`config.mk`:
```
export PLATFORM = sky130hd
export DESIGN_NAME = video_frame_header_parser
export DESIGN_NICKNAME = d
export VERILOG_FILES = /design/src/vfhp_pkg.sv /design/src/vfhp_in_stage.sv /design/src/vfhp_desc.sv /design/src/vfhp_parser.sv /design/src/video_frame_header_parser.sv
export SDC_FILE = /design/constraint.sdc
export NUM_CORES = 1
export LEC_CHECK = 0
export ABC_AREA = 0
export BUFFER_PORTS_ARGS = -buffer_cell sky130_fd_sc_hd__buf_2
export CAP_MARGIN = 10
export CELL_PAD_IN_SITES_DETAIL_PLACEMENT = 1
export CELL_PAD_IN_SITES_GLOBAL_PLACEMENT = 1
export CORE_MARGIN = 4
export CORE_UTILIZATION = 51
export DETAILED_ROUTE_END_ITERATION = 6
export PLACE_DENSITY_LB_ADDON = 0.3
export SLEW_MARGIN = 20
export SYNTH_ARGS = -nofsm -noshare
export SYNTH_HDL_FRONTEND = slang
export SYNTH_SLANG_ARGS = --single-unit
```
`constraint.sdc`:
```
create_clock -name i_clk -period 15.1 [get_ports i_clk]
set_clock_uncertainty 0.2 [all_clocks]
set_input_delay 3.02 -clock i_clk [delete_from_list [all_inputs] [get_ports i_clk]]
set_output_delay 3.02 -clock i_clk [all_outputs]
set_load 0.02 [all_outputs]
```
`src/vfhp_pkg.sv`:
```
// vfhp_pkg: shared types and constants of the video frame header parser
// no dependencies; imported by every module of the block
`timescale 1ns / 1ps
`default_nettype none

package vfhp_pkg;

    typedef enum logic [1:0] {
        PH_HUNT = 2'd0,
        PH_HEAD = 2'd1,
        PH_EXT  = 2'd2,
        PH_LEN  = 2'd3
    } t_phase;

    typedef enum logic [1:0] {
        KIND_I     = 2'd0,
        KIND_P     = 2'd1,
        KIND_AUDIO = 2'd2
    } t_kind;

    localparam logic [31:0] START_I     = 32'h0000_01ED;
    localparam logic [31:0] START_P     = 32'h0000_01EC;
    localparam logic [31:0] START_AUDIO = 32'h0000_01EA;
    localparam logic [7:0]  CODE_I      = 8'hED;
    localparam logic [7:0]  CODE_P      = 8'hEC;

    localparam int unsigned CNT_W      = 17;
    localparam int unsigned HDR_BYTES  = 16;
    localparam logic [16:0] HUNT_FULL  = 17'd4;
    localparam logic [16:0] HDR_LAST   = 17'd15;
    localparam logic [16:0] EXT_LEN_LO = 17'd2;
    localparam logic [16:0] EXT_LEN_HI = 17'd3;
    localparam logic [16:0] EXT_PREFIX = 17'd4;
    localparam logic [23:0] BASE_HDR   = 24'd20;
    localparam logic [7:0]  SEQ_TOP    = 8'd255;
    localparam logic [7:0]  STEREO_MIN = 8'd2;

    // fixed header bytes 0..11 as seen by the descriptor builder
    typedef struct packed {
        t_kind            kind;
        logic [11:0][7:0] hdr;
        logic [31:0]      len;
        logic [23:0]      ext_total;
        logic [7:0]       prev_seq;
    } t_snap;

    typedef struct packed {
        t_kind       frame_kind;
        logic [7:0]  codec;
        logic [4:0]  frame_rate;
        logic [15:0] width;
        logic [15:0] height;
        logic        audio_stereo;
        logic [7:0]  audio_rate_code;
        logic        audio_wide_samples;
        logic [16:0] time_of_day;
        logic [14:0] date_code;
        logic [31:0] frame_length;
        logic [23:0] header_length;
    } t_desc;

    function automatic logic [7:0] map_codec(input logic [7:0] b);
        logic [7:0] c;
        case (b)
            8'd1:    c = 8'd0;
            8'd2:    c = 8'd1;
            8'd3:    c = 8'd2;
            8'd4:    c = 8'd3;
            8'd5:    c = 8'd4;
            default: c = 8'd1;
        endcase
        return c;
    endfunction

endpackage

`default_nettype wire

```
`src/vfhp_in_stage.sv`:
```
// vfhp_in_stage: input register for the byte stream, doubles as skid stage
// uses vfhp_pkg for the counter width only
`timescale 1ns / 1ps
`default_nettype none

module vfhp_in_stage (
    input  wire logic       i_clk,
    input  wire logic       i_rst_n,
    input  wire logic       i_valid,
    input  wire logic [7:0] i_byte_value,
    output logic            o_stall,
    input  wire logic       i_adv,
    output logic            o_valid,
    output logic [7:0]      o_byte
);
    import vfhp_pkg::*;

    logic       r_valid;
    logic [7:0] r_byte;

    assign o_stall = r_valid && !i_adv;
    assign o_valid = r_valid;
    assign o_byte  = r_byte;

    always_ff @(posedge i_clk) begin
        if (!i_rst_n) begin
            r_valid <= 1'b0;
        end else if (!o_stall) begin
            r_valid <= i_valid;
        end
    end

    always_ff @(posedge i_clk) begin
        if (!o_stall && i_valid) begin
            r_byte <= i_byte_value;
        end
    end

    // held item is never dropped while the next stage stalls
    a_hold: assert property (@(posedge i_clk) disable iff (!i_rst_n)
        (r_valid && !i_adv) |=> (r_valid && $stable(r_byte)))
        else $error("held item lost");

    a_width: assert property (@(posedge i_clk) CNT_W == 17)
        else $error("counter width");

endmodule

`default_nettype wire

```
`src/vfhp_desc.sv`:
```
// vfhp_desc: builds the descriptor from the collected header, with the P sequence check
// uses vfhp_pkg types t_snap, t_desc and the codec mapping
`timescale 1ns / 1ps
`default_nettype none

module vfhp_desc (
    input  wire vfhp_pkg::t_snap i_snap,
    output vfhp_pkg::t_desc o_desc,
    output logic [7:0]      o_next_seq
);
    import vfhp_pkg::*;

    logic [7:0]  seq;
    logic [7:0]  prev_eff;
    logic        jump;
    logic [31:0] dt;
    logic        is_audio;

    assign seq      = i_snap.hdr[3];
    assign prev_eff = (i_snap.prev_seq == 8'd0) ? seq : i_snap.prev_seq;
    assign jump     = ((9'(seq) > (9'(prev_eff) + 9'd1)) || (seq < prev_eff))
                      && !((seq == 8'd0) && (prev_eff == SEQ_TOP));
    assign dt       = {i_snap.hdr[11], i_snap.hdr[10], i_snap.hdr[9], i_snap.hdr[8]};
    assign is_audio = (i_snap.kind == KIND_AUDIO);

    assign o_next_seq = is_audio ? i_snap.prev_seq : seq;

    always_comb begin
        o_desc.frame_kind         = i_snap.kind;
        o_desc.codec              = is_audio ? i_snap.hdr[4] : map_codec(i_snap.hdr[0]);
        o_desc.frame_rate         = i_snap.hdr[2][4:0];
        o_desc.width              = {i_snap.hdr[5], i_snap.hdr[4]};
        o_desc.height             = {i_snap.hdr[7], i_snap.hdr[6]};
        o_desc.audio_stereo       = is_audio && (i_snap.hdr[5] >= STEREO_MIN);
        o_desc.audio_rate_code    = is_audio ? i_snap.hdr[6] : 8'd0;
        o_desc.audio_wide_samples = is_audio && (i_snap.hdr[7] != 8'd0);
        o_desc.time_of_day        = dt[16:0];
        o_desc.date_code          = dt[31:17];
        o_desc.frame_length       = ((i_snap.kind == KIND_P) && jump) ?
                                    (i_snap.len - 32'd1) : i_snap.len;
        o_desc.header_length      = BASE_HDR + i_snap.ext_total;
    end

    // byte 1 carries nothing the descriptor reports
    logic unused_hdr;
    assign unused_hdr = ^i_snap.hdr[1];

endmodule

`default_nettype wire

```
`src/vfhp_parser.sv`:
```
// vfhp_parser: start code hunt, header and extension collection, length word assembly
// uses vfhp_pkg and instantiates vfhp_desc
`timescale 1ns / 1ps
`default_nettype none

module vfhp_parser (
    input  wire logic       i_clk,
    input  wire logic       i_rst_n,
    input  wire logic       i_go,
    input  wire logic [7:0] i_byte,
    output logic            o_emit,
    output vfhp_pkg::t_desc o_desc
);
    import vfhp_pkg::*;

    t_phase      r_phase, n_phase;
    logic [31:0] r_window, n_window;
    logic [16:0] r_cnt, n_cnt;
    logic [7:0]  r_ext_left, n_ext_left;
    logic [23:0] r_ext_total, n_ext_total;
    logic [31:0] r_len, n_len;
    logic [7:0]  r_prev_seq, n_prev_seq;
    logic [7:0]  r_hb [HDR_BYTES];

    logic [31:0] win_next;
    logic [16:0] hunt_cnt;
    logic        hunt_match;
    logic        head_last;
    logic [16:0] ext_span;
    logic        ext_done;
    logic [7:0]  ext_left_dec;
    logic [31:0] len_or;
    logic        len_last;
    t_snap       snap;
    logic [7:0]  next_seq;

    assign win_next   = {r_window[23:0], i_byte};
    assign hunt_cnt   = (r_cnt < HUNT_FULL) ? (r_cnt + 17'd1) : r_cnt;
    assign hunt_match = (hunt_cnt >= HUNT_FULL) &&
                        ((win_next == START_I) || (win_next == START_P) ||
                         (win_next == START_AUDIO));
    assign head_last  = (r_cnt == HDR_LAST);
    assign ext_span   = (r_cnt == EXT_LEN_HI) ? (17'({i_byte, r_len[7:0]}) + EXT_PREFIX)
                                              : r_len[16:0];
    assign ext_done   = (r_cnt >= EXT_LEN_HI) && ((18'(r_cnt) + 18'd1) >= 18'(ext_span));
    assign ext_left_dec = r_ext_left - 8'd1;
    assign len_or     = r_len | (32'(i_byte) << {r_cnt[1:0], 3'b000});
    assign len_last   = (r_cnt[1:0] == 2'd3);

    always_comb begin
        n_phase = r_phase;
        if (i_go) begin
            unique case (r_phase)
                PH_HUNT: if (hunt_match) n_phase = PH_HEAD;
                PH_HEAD: begin
                    if (head_last) n_phase = (r_hb[14] != 8'd0) ? PH_EXT : PH_LEN;
                end
                PH_EXT: if (ext_done && (ext_left_dec == 8'd0)) n_phase = PH_LEN;
                PH_LEN: if (len_last) n_phase = PH_HUNT;
                default: n_phase = PH_HUNT;
            endcase
        end
    end

    always_comb begin
        n_window    = r_window;
        n_cnt       = r_cnt;
        n_ext_left  = r_ext_left;
        n_ext_total = r_ext_total;
        n_len       = r_len;
        n_prev_seq  = r_prev_seq;
        o_emit      = 1'b0;
        if (i_go) begin
            unique case (r_phase)
                PH_HUNT: begin
                    n_window = win_next;
                    n_cnt    = hunt_match ? 17'd0 : hunt_cnt;
                end
                PH_HEAD: begin
                    if (head_last) begin
                        n_ext_left  = r_hb[14];
                        n_ext_total = 24'd0;
                        n_len       = 32'd0;
                        n_cnt       = 17'd0;
                    end else begin
                        n_cnt = r_cnt + 17'd1;
                    end
                end
                PH_EXT: begin
                    if (r_cnt == EXT_LEN_LO) begin
                        n_len = 32'(i_byte);
                    end else if (r_cnt == EXT_LEN_HI) begin
                        n_len       = 32'(ext_span);
                        n_ext_total = r_ext_total + 24'(ext_span);
                    end
                    if (ext_done) begin
                        n_cnt      = 17'd0;
                        n_ext_left = ext_left_dec;
                        if (ext_left_dec == 8'd0) n_len = 32'd0;
                    end else begin
                        n_cnt = r_cnt + 17'd1;
                    end
                end
                PH_LEN: begin
                    n_len = len_or;
                    if (len_last) begin
                        o_emit     = 1'b1;
                        n_cnt      = 17'd0;
                        n_prev_seq = next_seq;
                    end else begin
                        n_cnt = r_cnt + 17'd1;
                    end
                end
                default: n_cnt = r_cnt;
            endcase
        end
    end

    always_comb begin
        snap.kind = (r_window[7:0] == CODE_I) ? KIND_I :
                    (r_window[7:0] == CODE_P) ? KIND_P : KIND_AUDIO;
        for (int k = 0; k < 12; k++) snap.hdr[k] = r_hb[k];
        snap.len       = len_or;
        snap.ext_total = r_ext_total;
        snap.prev_seq  = r_prev_seq;
    end

    vfhp_desc u_desc (
        .i_snap     (snap),
        .o_desc     (o_desc),
        .o_next_seq (next_seq)
    );

    always_ff @(posedge i_clk) begin
        if (!i_rst_n) begin
            r_phase     <= PH_HUNT;
            r_window    <= 32'd0;
            r_cnt       <= 17'd0;
            r_ext_left  <= 8'd0;
            r_ext_total <= 24'd0;
            r_len       <= 32'd0;
            r_prev_seq  <= 8'd0;
        end else begin
            r_phase     <= n_phase;
            r_window    <= n_window;
            r_cnt       <= n_cnt;
            r_ext_left  <= n_ext_left;
            r_ext_total <= n_ext_total;
            r_len       <= n_len;
            r_prev_seq  <= n_prev_seq;
        end
    end

    always_ff @(posedge i_clk) begin
        if (i_go && (r_phase == PH_HEAD)) begin
            r_hb[r_cnt[3:0]] <= i_byte;
        end
    end

    a_hunt_cnt: assert property (@(posedge i_clk) disable iff (!i_rst_n)
        (r_phase == PH_HUNT) |-> (r_cnt <= HUNT_FULL))
        else $error("hunt count beyond window");

    a_head_cnt: assert property (@(posedge i_clk) disable iff (!i_rst_n)
        (r_phase == PH_HEAD) |-> (r_cnt <= HDR_LAST))
        else $error("header position out of range");

    a_ext_left: assert property (@(posedge i_clk) disable iff (!i_rst_n)
        (r_phase == PH_EXT) |-> (r_ext_left != 8'd0))
        else $error("extension phase with none left");

    a_len_cnt: assert property (@(posedge i_clk) disable iff (!i_rst_n)
        (r_phase == PH_LEN) |-> (r_cnt <= EXT_LEN_HI))
        else $error("length position out of range");

    a_emit_back: assert property (@(posedge i_clk) disable iff (!i_rst_n)
        o_emit |=> (r_phase == PH_HUNT) && (r_cnt == 17'd0))
        else $error("no return to hunt after item");

endmodule

`default_nettype wire

```
`src/video_frame_header_parser.sv`:
```
// channel   | valid    | stall    | payload
// bytes in  | i_valid  | o_stall  | i_byte_value
// frames out| o_valid  | i_stall  | o_frame_kind .. o_header_length
//
// one byte per clock sustained while o_stall stays low
// byte path: input register, parser logic, descriptor register
// i_rst_n is synchronous; control and parser state clear, header store does not
// the input register acts as skid stage so o_stall only rises while a descriptor waits
// depends on vfhp_pkg, vfhp_in_stage and vfhp_parser
`timescale 1ns / 1ps
`default_nettype none

module video_frame_header_parser (
    input  wire logic       i_clk,
    input  wire logic       i_rst_n,
    input  wire logic       i_valid,
    input  wire logic [7:0] i_byte_value,
    output logic            o_stall,
    output logic            o_valid,
    input  wire logic       i_stall,
    output logic [1:0]      o_frame_kind,
    output logic [7:0]      o_codec,
    output logic [4:0]      o_frame_rate,
    output logic [15:0]     o_width,
    output logic [15:0]     o_height,
    output logic            o_audio_stereo,
    output logic [7:0]      o_audio_rate_code,
    output logic            o_audio_wide_samples,
    output logic [16:0]     o_time_of_day,
    output logic [14:0]     o_date_code,
    output logic [31:0]     o_frame_length,
    output logic [23:0]     o_header_length
);
    import vfhp_pkg::*;

    logic       adv;
    logic       in_valid;
    logic [7:0] in_byte;
    logic       go;
    logic       emit;
    t_desc      desc;
    logic       r_out_valid;
    t_desc      r_out;

    assign adv = !r_out_valid || !i_stall;
    assign go  = in_valid && adv;

    vfhp_in_stage u_in (
        .i_clk        (i_clk),
        .i_rst_n      (i_rst_n),
        .i_valid      (i_valid),
        .i_byte_value (i_byte_value),
        .o_stall      (o_stall),
        .i_adv        (adv),
        .o_valid      (in_valid),
        .o_byte       (in_byte)
    );

    vfhp_parser u_parser (
        .i_clk   (i_clk),
        .i_rst_n (i_rst_n),
        .i_go    (go),
        .i_byte  (in_byte),
        .o_emit  (emit),
        .o_desc  (desc)
    );

    always_ff @(posedge i_clk) begin
        if (!i_rst_n) begin
            r_out_valid <= 1'b0;
        end else if (adv) begin
            r_out_valid <= emit;
        end
    end

    always_ff @(posedge i_clk) begin
        if (adv && emit) begin
            r_out <= desc;
        end
    end

    assign o_valid              = r_out_valid;
    assign o_frame_kind         = r_out.frame_kind;
    assign o_codec              = r_out.codec;
    assign o_frame_rate         = r_out.frame_rate;
    assign o_width              = r_out.width;
    assign o_height             = r_out.height;
    assign o_audio_stereo       = r_out.audio_stereo;
    assign o_audio_rate_code    = r_out.audio_rate_code;
    assign o_audio_wide_samples = r_out.audio_wide_samples;
    assign o_time_of_day        = r_out.time_of_day;
    assign o_date_code          = r_out.date_code;
    assign o_frame_length       = r_out.frame_length;
    assign o_header_length      = r_out.header_length;

    a_stall_cause: assert property (@(posedge i_clk) disable iff (!i_rst_n)
        o_stall |-> (r_out_valid && i_stall))
        else $error("input stalled without a waiting item");

    a_emit_lands: assert property (@(posedge i_clk) disable iff (!i_rst_n)
        (go && emit) |=> r_out_valid)
        else $error("descriptor not registered");

    a_no_emit_idle: assert property (@(posedge i_clk) disable iff (!i_rst_n)
        emit |-> go)
        else $error("descriptor without a byte");

endmodule

`default_nettype wire

```
==> Flow_metrics.wiki <==
{| class="wikitable"
! Metric !! Value
|-
| Ratio of total power to cell area || 108.0 nW/um^2
|-
| Critical Path End Type || output pin
|-
| Fraction of synthesized area in multiplexers || 0.9631%
|-
| Dpl hpwl || 32270 um
|-
| Path type of the worst setup path || input port to output pin
|-
| GRT Resource Usage Total || 25.43%
|-
| Worst path arrival time || 3.52 ns
|-
| Max VDD drop || 0.00007310 V
|-
| Chip Height || 189.3 um
|-
| Average instance area after synthesis || 11.09 um^2
|-
| Critical path data required time || 11.88 ns
|-
| Detail-routed via count per cell || 5.962
|-
| Count of maximum capacitance violations || 0
|-
| Register share of total power || 51.3%
|-
| Crit-path max FO || 3
|-
| Leakage component of the power || 7.246 nW
|-
| Relative contribution of combinational cells to total power || 3.7%
|-
| Total of endpoints with negative setup slack in the final report || 0
|-
| Port Buf Inserts || 158
|-
| Number of DRC violations after detailed routing || 0
|-
| Dominant combinational cell family by area after synthesis || simple AND/OR/NAND/NOR gates
|-
| Routed wire length || 46720 um
|-
| Initial DRC count || 930
|-
| Number of cells in the finished layout apart from fillers || 2122
|-
| Diodes inserted || 0
|-
| Die ar. || 35830 um^2
|-
| Flip-flop and latch count after synthesis || 363
|-
| Width of the die || 189.3 um
|-
| Total standard cell area after synthesis || 16760 um^2
|-
| Part of the cycle the worst path needs || 44.63%
|-
| GPL Wtd Cong || 0.8979
|-
| Largest net degree at the start of global routing || 79
|-
| Highest achievable clock rate || 148.4 MHz
|-
| Worst-Margin Slew || 1.104 ns
|-
| Placement Rows || 66
|-
| Clk network pwr share || 45.0%
|-
| Number of enable-type register cells in the synthesized netlist || 246
|-
| Fraction of final layout cells with drive strength greater than 1 || 15.36%
|-
| Crit start category || input port
|-
| Cell area after layout || 19230 um^2
|-
| Placeable Area || 32450 um^2
|-
| First-pass GRT wire length || 73010 um
|-
| Pre-Repair DR Iteration Count || 5
|-
| Internal power || 0.001639 W
|-
| P_sw || 0.0004367 W
|-
| CP max stage delay || 0.21 ns
|-
| Simple-gate portion of the synthesized area || 14.76%
|-
| Post-CTS Hold Fix Bufs || 0
|-
| Number of global-route vias before repair || 13119
|-
| Number of antenna violations at the first check in global routing || 0
|-
| Worst path most repeated cell || sky130_fd_sc_hd__buf_2
|-
| Headroom to the max-slew limit || 26.10%
|-
| CTS buffer count || 38
|-
| Synthesized-area fraction occupied by adder cells || 4.898%
|-
| Setup TNS after final layout || 0 ns
|-
| Initial Utilization || 51.64%
|-
| Number of clock sinks seen by CTS || 363
|-
| Post-DRT Antenna Nets || 0
|-
| Switching share of power || 21.04%
|-
| RSZ-0062 raised after global routing || false
|-
| Yosys warnings || 0
|-
| Kind of path behind the tightest hold check || flip-flop to flip-flop
|-
| Number of fill cells || 3484
|-
| Cell count after placement || 2052
|-
| Cells traversed along the worst timing path || buf_2 -> and3_1 -> buf_2
|-
| Wire per inst || 22.02 um
|-
| Clock tree from TritonCTS || done
|-
| Root buf cell || sky130_fd_sc_hd__clkbuf_16
|-
| Clock latency on the worst-skew pair || 0.53 ns
|-
| Area growth from synthesis to layout || 14.73%
|-
| Pins Over Slew Limit || 0
|-
| Post-layout net count || 1727
|-
| Vias || 12651
|-
| Hold violation count in the final report || 0
|-
| Worst Hold Margin || 0.2204 ns
|-
| Leading cell types in the layout, fill and taps excluded || 246 x sky130_fd_sc_hd__edfxtp_1, 158 x sky130_fd_sc_hd__buf_2, 145 x sky130_fd_sc_hd__nand2_1
|-
| Sum of overflow across all layers after global routing || 0
|-
| Time the worst path needs with I/O delays and setup || 6.740 ns
|-
| I/O pin count || 159
|-
| Share of synthesized registers carrying an async set or reset || 0%
|-
| XOR/XNOR share of the synthesized area || 5.174%
|-
| Deepest level of the CTS H-tree || 2
|-
| Worst-path cell with the longest stage delay || sky130_fd_sc_hd__and3_1
|-
| Leading register cell type out of synthesis || sky130_fd_sc_hd__edfxtp_1
|-
| CTS-repair resized insts || 0
|-
| Share of the yosys chip area belonging to registers || 58.06%
|-
| Gate count of the mapped netlist || 1511
|-
| Most common cell after layout, fill and taps aside || sky130_fd_sc_hd__edfxtp_1
|-
| Synth Area in Compound Gates || 13.25%
|-
| Clock slew at the register clock pins of the worst setup and hold paths || 0.06 ns
|-
| Status || complete, no violations
|-
| Area post-placement || 17950 um^2
|-
| Count of distinct cell types in the synthesized netlist || 74
|-
| Bufs on Longest Clock Path || 3
|-
| Net count after synthesis || 1588
|-
| Post-CTS setup-driven buffer insertion count || 0
|}
## path summary, 6_finish.rpt
| kind | slack [ns] | end | cells after the start | start |
|---|---|---|---|---|
| hold reg to reg | 0.22 | o_date_code[12] | 0 | u_parser.r_hb[11][5] |
| setup / recovery | 8.36 | o_stall | 3 | i_stall |
| hold / removal | 0.22 | o_date_code[12] | 0 | u_parser.r_hb[11][5] |
| setup reg to reg | 9.40 | u_parser.r_len[17] | 15 | u_parser.r_cnt[1] |
## final cells by class
| type | count | area (um^2) | area share (%) |
|---|---|---|---|
| Clock buffer | 52 | 1086 | 5.648 |
| Sequential cell | 363 | 9729 | 50.60 |
| Timing Repair Buffer | 176 | 925.9 | 4.816 |
| Tap cell | 442 | 553.0 | 2.876 |
| Clock inverter | 18 | 185.2 | 0.9631 |
| Inverter | 49 | 188.9 | 0.9826 |
| Multi-Input combinational cell | 1022 | 6559 | 34.11 |
## sequential cells by signal, summed over array words and instances (netlist names), 2 cells and up
register,count
u_parser.r_ext_total,24
u_parser.r_window,24
u_parser.r_ext_left,8
u_parser.r_phase,2
o_header_length,24
o_codec,8
o_height,16
u_parser.r_hb,93
o_frame_rate,5
o_date_code,15
o_audio_rate_code,8
u_parser.r_len,32
o_frame_kind,2
u_parser.r_cnt,17
o_width,16
u_parser.r_prev_seq,8
o_time_of_day,17
u_in.o_byte,8
o_frame_length,32
## through the flow
step                setup WS, ns  total power, W  util, %
finish                     8.360        0.002076    59.25
global route               8.327        0.002150    59.25
CTS                        8.362        0.002095    59.21
detailed placement         8.364        0.001162    55.30
global placement           8.395        0.001159    55.30
floorplan                  7.996        0.001132        -
## power groups by stage
stage | registers [W] | logic [W] | clock network (W)
after floorplan | 0.00109 | 0.0000444 | 0
after global placement | 0.00109 | 0.0000741 | 0
after detailed placement | 0.00109 | 0.0000765 | 0
after CTS | 0.00106 | 0.0000768 | 0.000954
after global routing | 0.00106 | 0.0000838 | 0.00100
final | 0.00106 | 0.0000771 | 0.000935
## cells in the mapped netlist, drive strengths merged (5+ instances only)
cell type | instances | area [um^2]
buf | 7 | 38.79
a21oi | 107 | 535.5
nand2b | 10 | 62.56
o22ai | 8 | 50.05
nor3b | 15 | 112.6
xor2 | 37 | 324.1
a21boi | 11 | 82.58
nor3 | 29 | 145.1
o21bai | 5 | 37.54
nand4 | 26 | 162.7
nor4 | 18 | 140.1
edfxtp | 246 | 7387
or2 | 10 | 62.56
o21ai | 49 | 245.2
and2 | 18 | 112.6
nor2 | 136 | 510.5
a32o | 8 | 80.08
o32ai | 11 | 96.34
a22o | 7 | 61.31
nand3 | 42 | 210.2
mux2i | 15 | 150.1
a31oi | 17 | 112.6
inv | 49 | 183.9
o211ai | 9 | 67.56
a21o | 15 | 112.6
o31ai | 5 | 37.54
nand3b | 6 | 45.04
nand2 | 145 | 544.3
clkbuf | 70 | 262.8
xnor2 | 62 | 543.0
a211oi | 13 | 97.59
a211o | 9 | 78.83
a22oi | 19 | 142.6
nor2b | 6 | 37.54
ha | 64 | 800.8
dfxtp | 117 | 2342
o2111ai | 5 | 43.79
and3 | 19 | 118.9
or3 | 13 | 81.33
## routing by layer
layer  part of all wire, %  vias to the layer above  global-route usage, %
met3                   5.4                       72                  3.687
met1                    42                     6329                  32.69
li1                      -                     5842                      -
met4                   2.4                        0                  6.622
met5                     0                        -                      0
met2                    50                      408                  45.47
## cells by family (layout without fill, tap and decap cells)
group                      after synthesis  in the layout
AOI/OAI and AO/OA                      334            334
xor gates and xnor gates                99             99
adders and majority gates               65             65
buffers and inverters                  126            295
DFF                                    363            363
muxes                                   16             16
and+or+nand+nor                        508            508
## worst max-delay path, delay by kind of cell
kind | cells | cell delay [ns]
buf+inv | 2 | 0.29
simple gates | 1 | 0.21
Note: power is estimated with default switching activity, not from simulation.
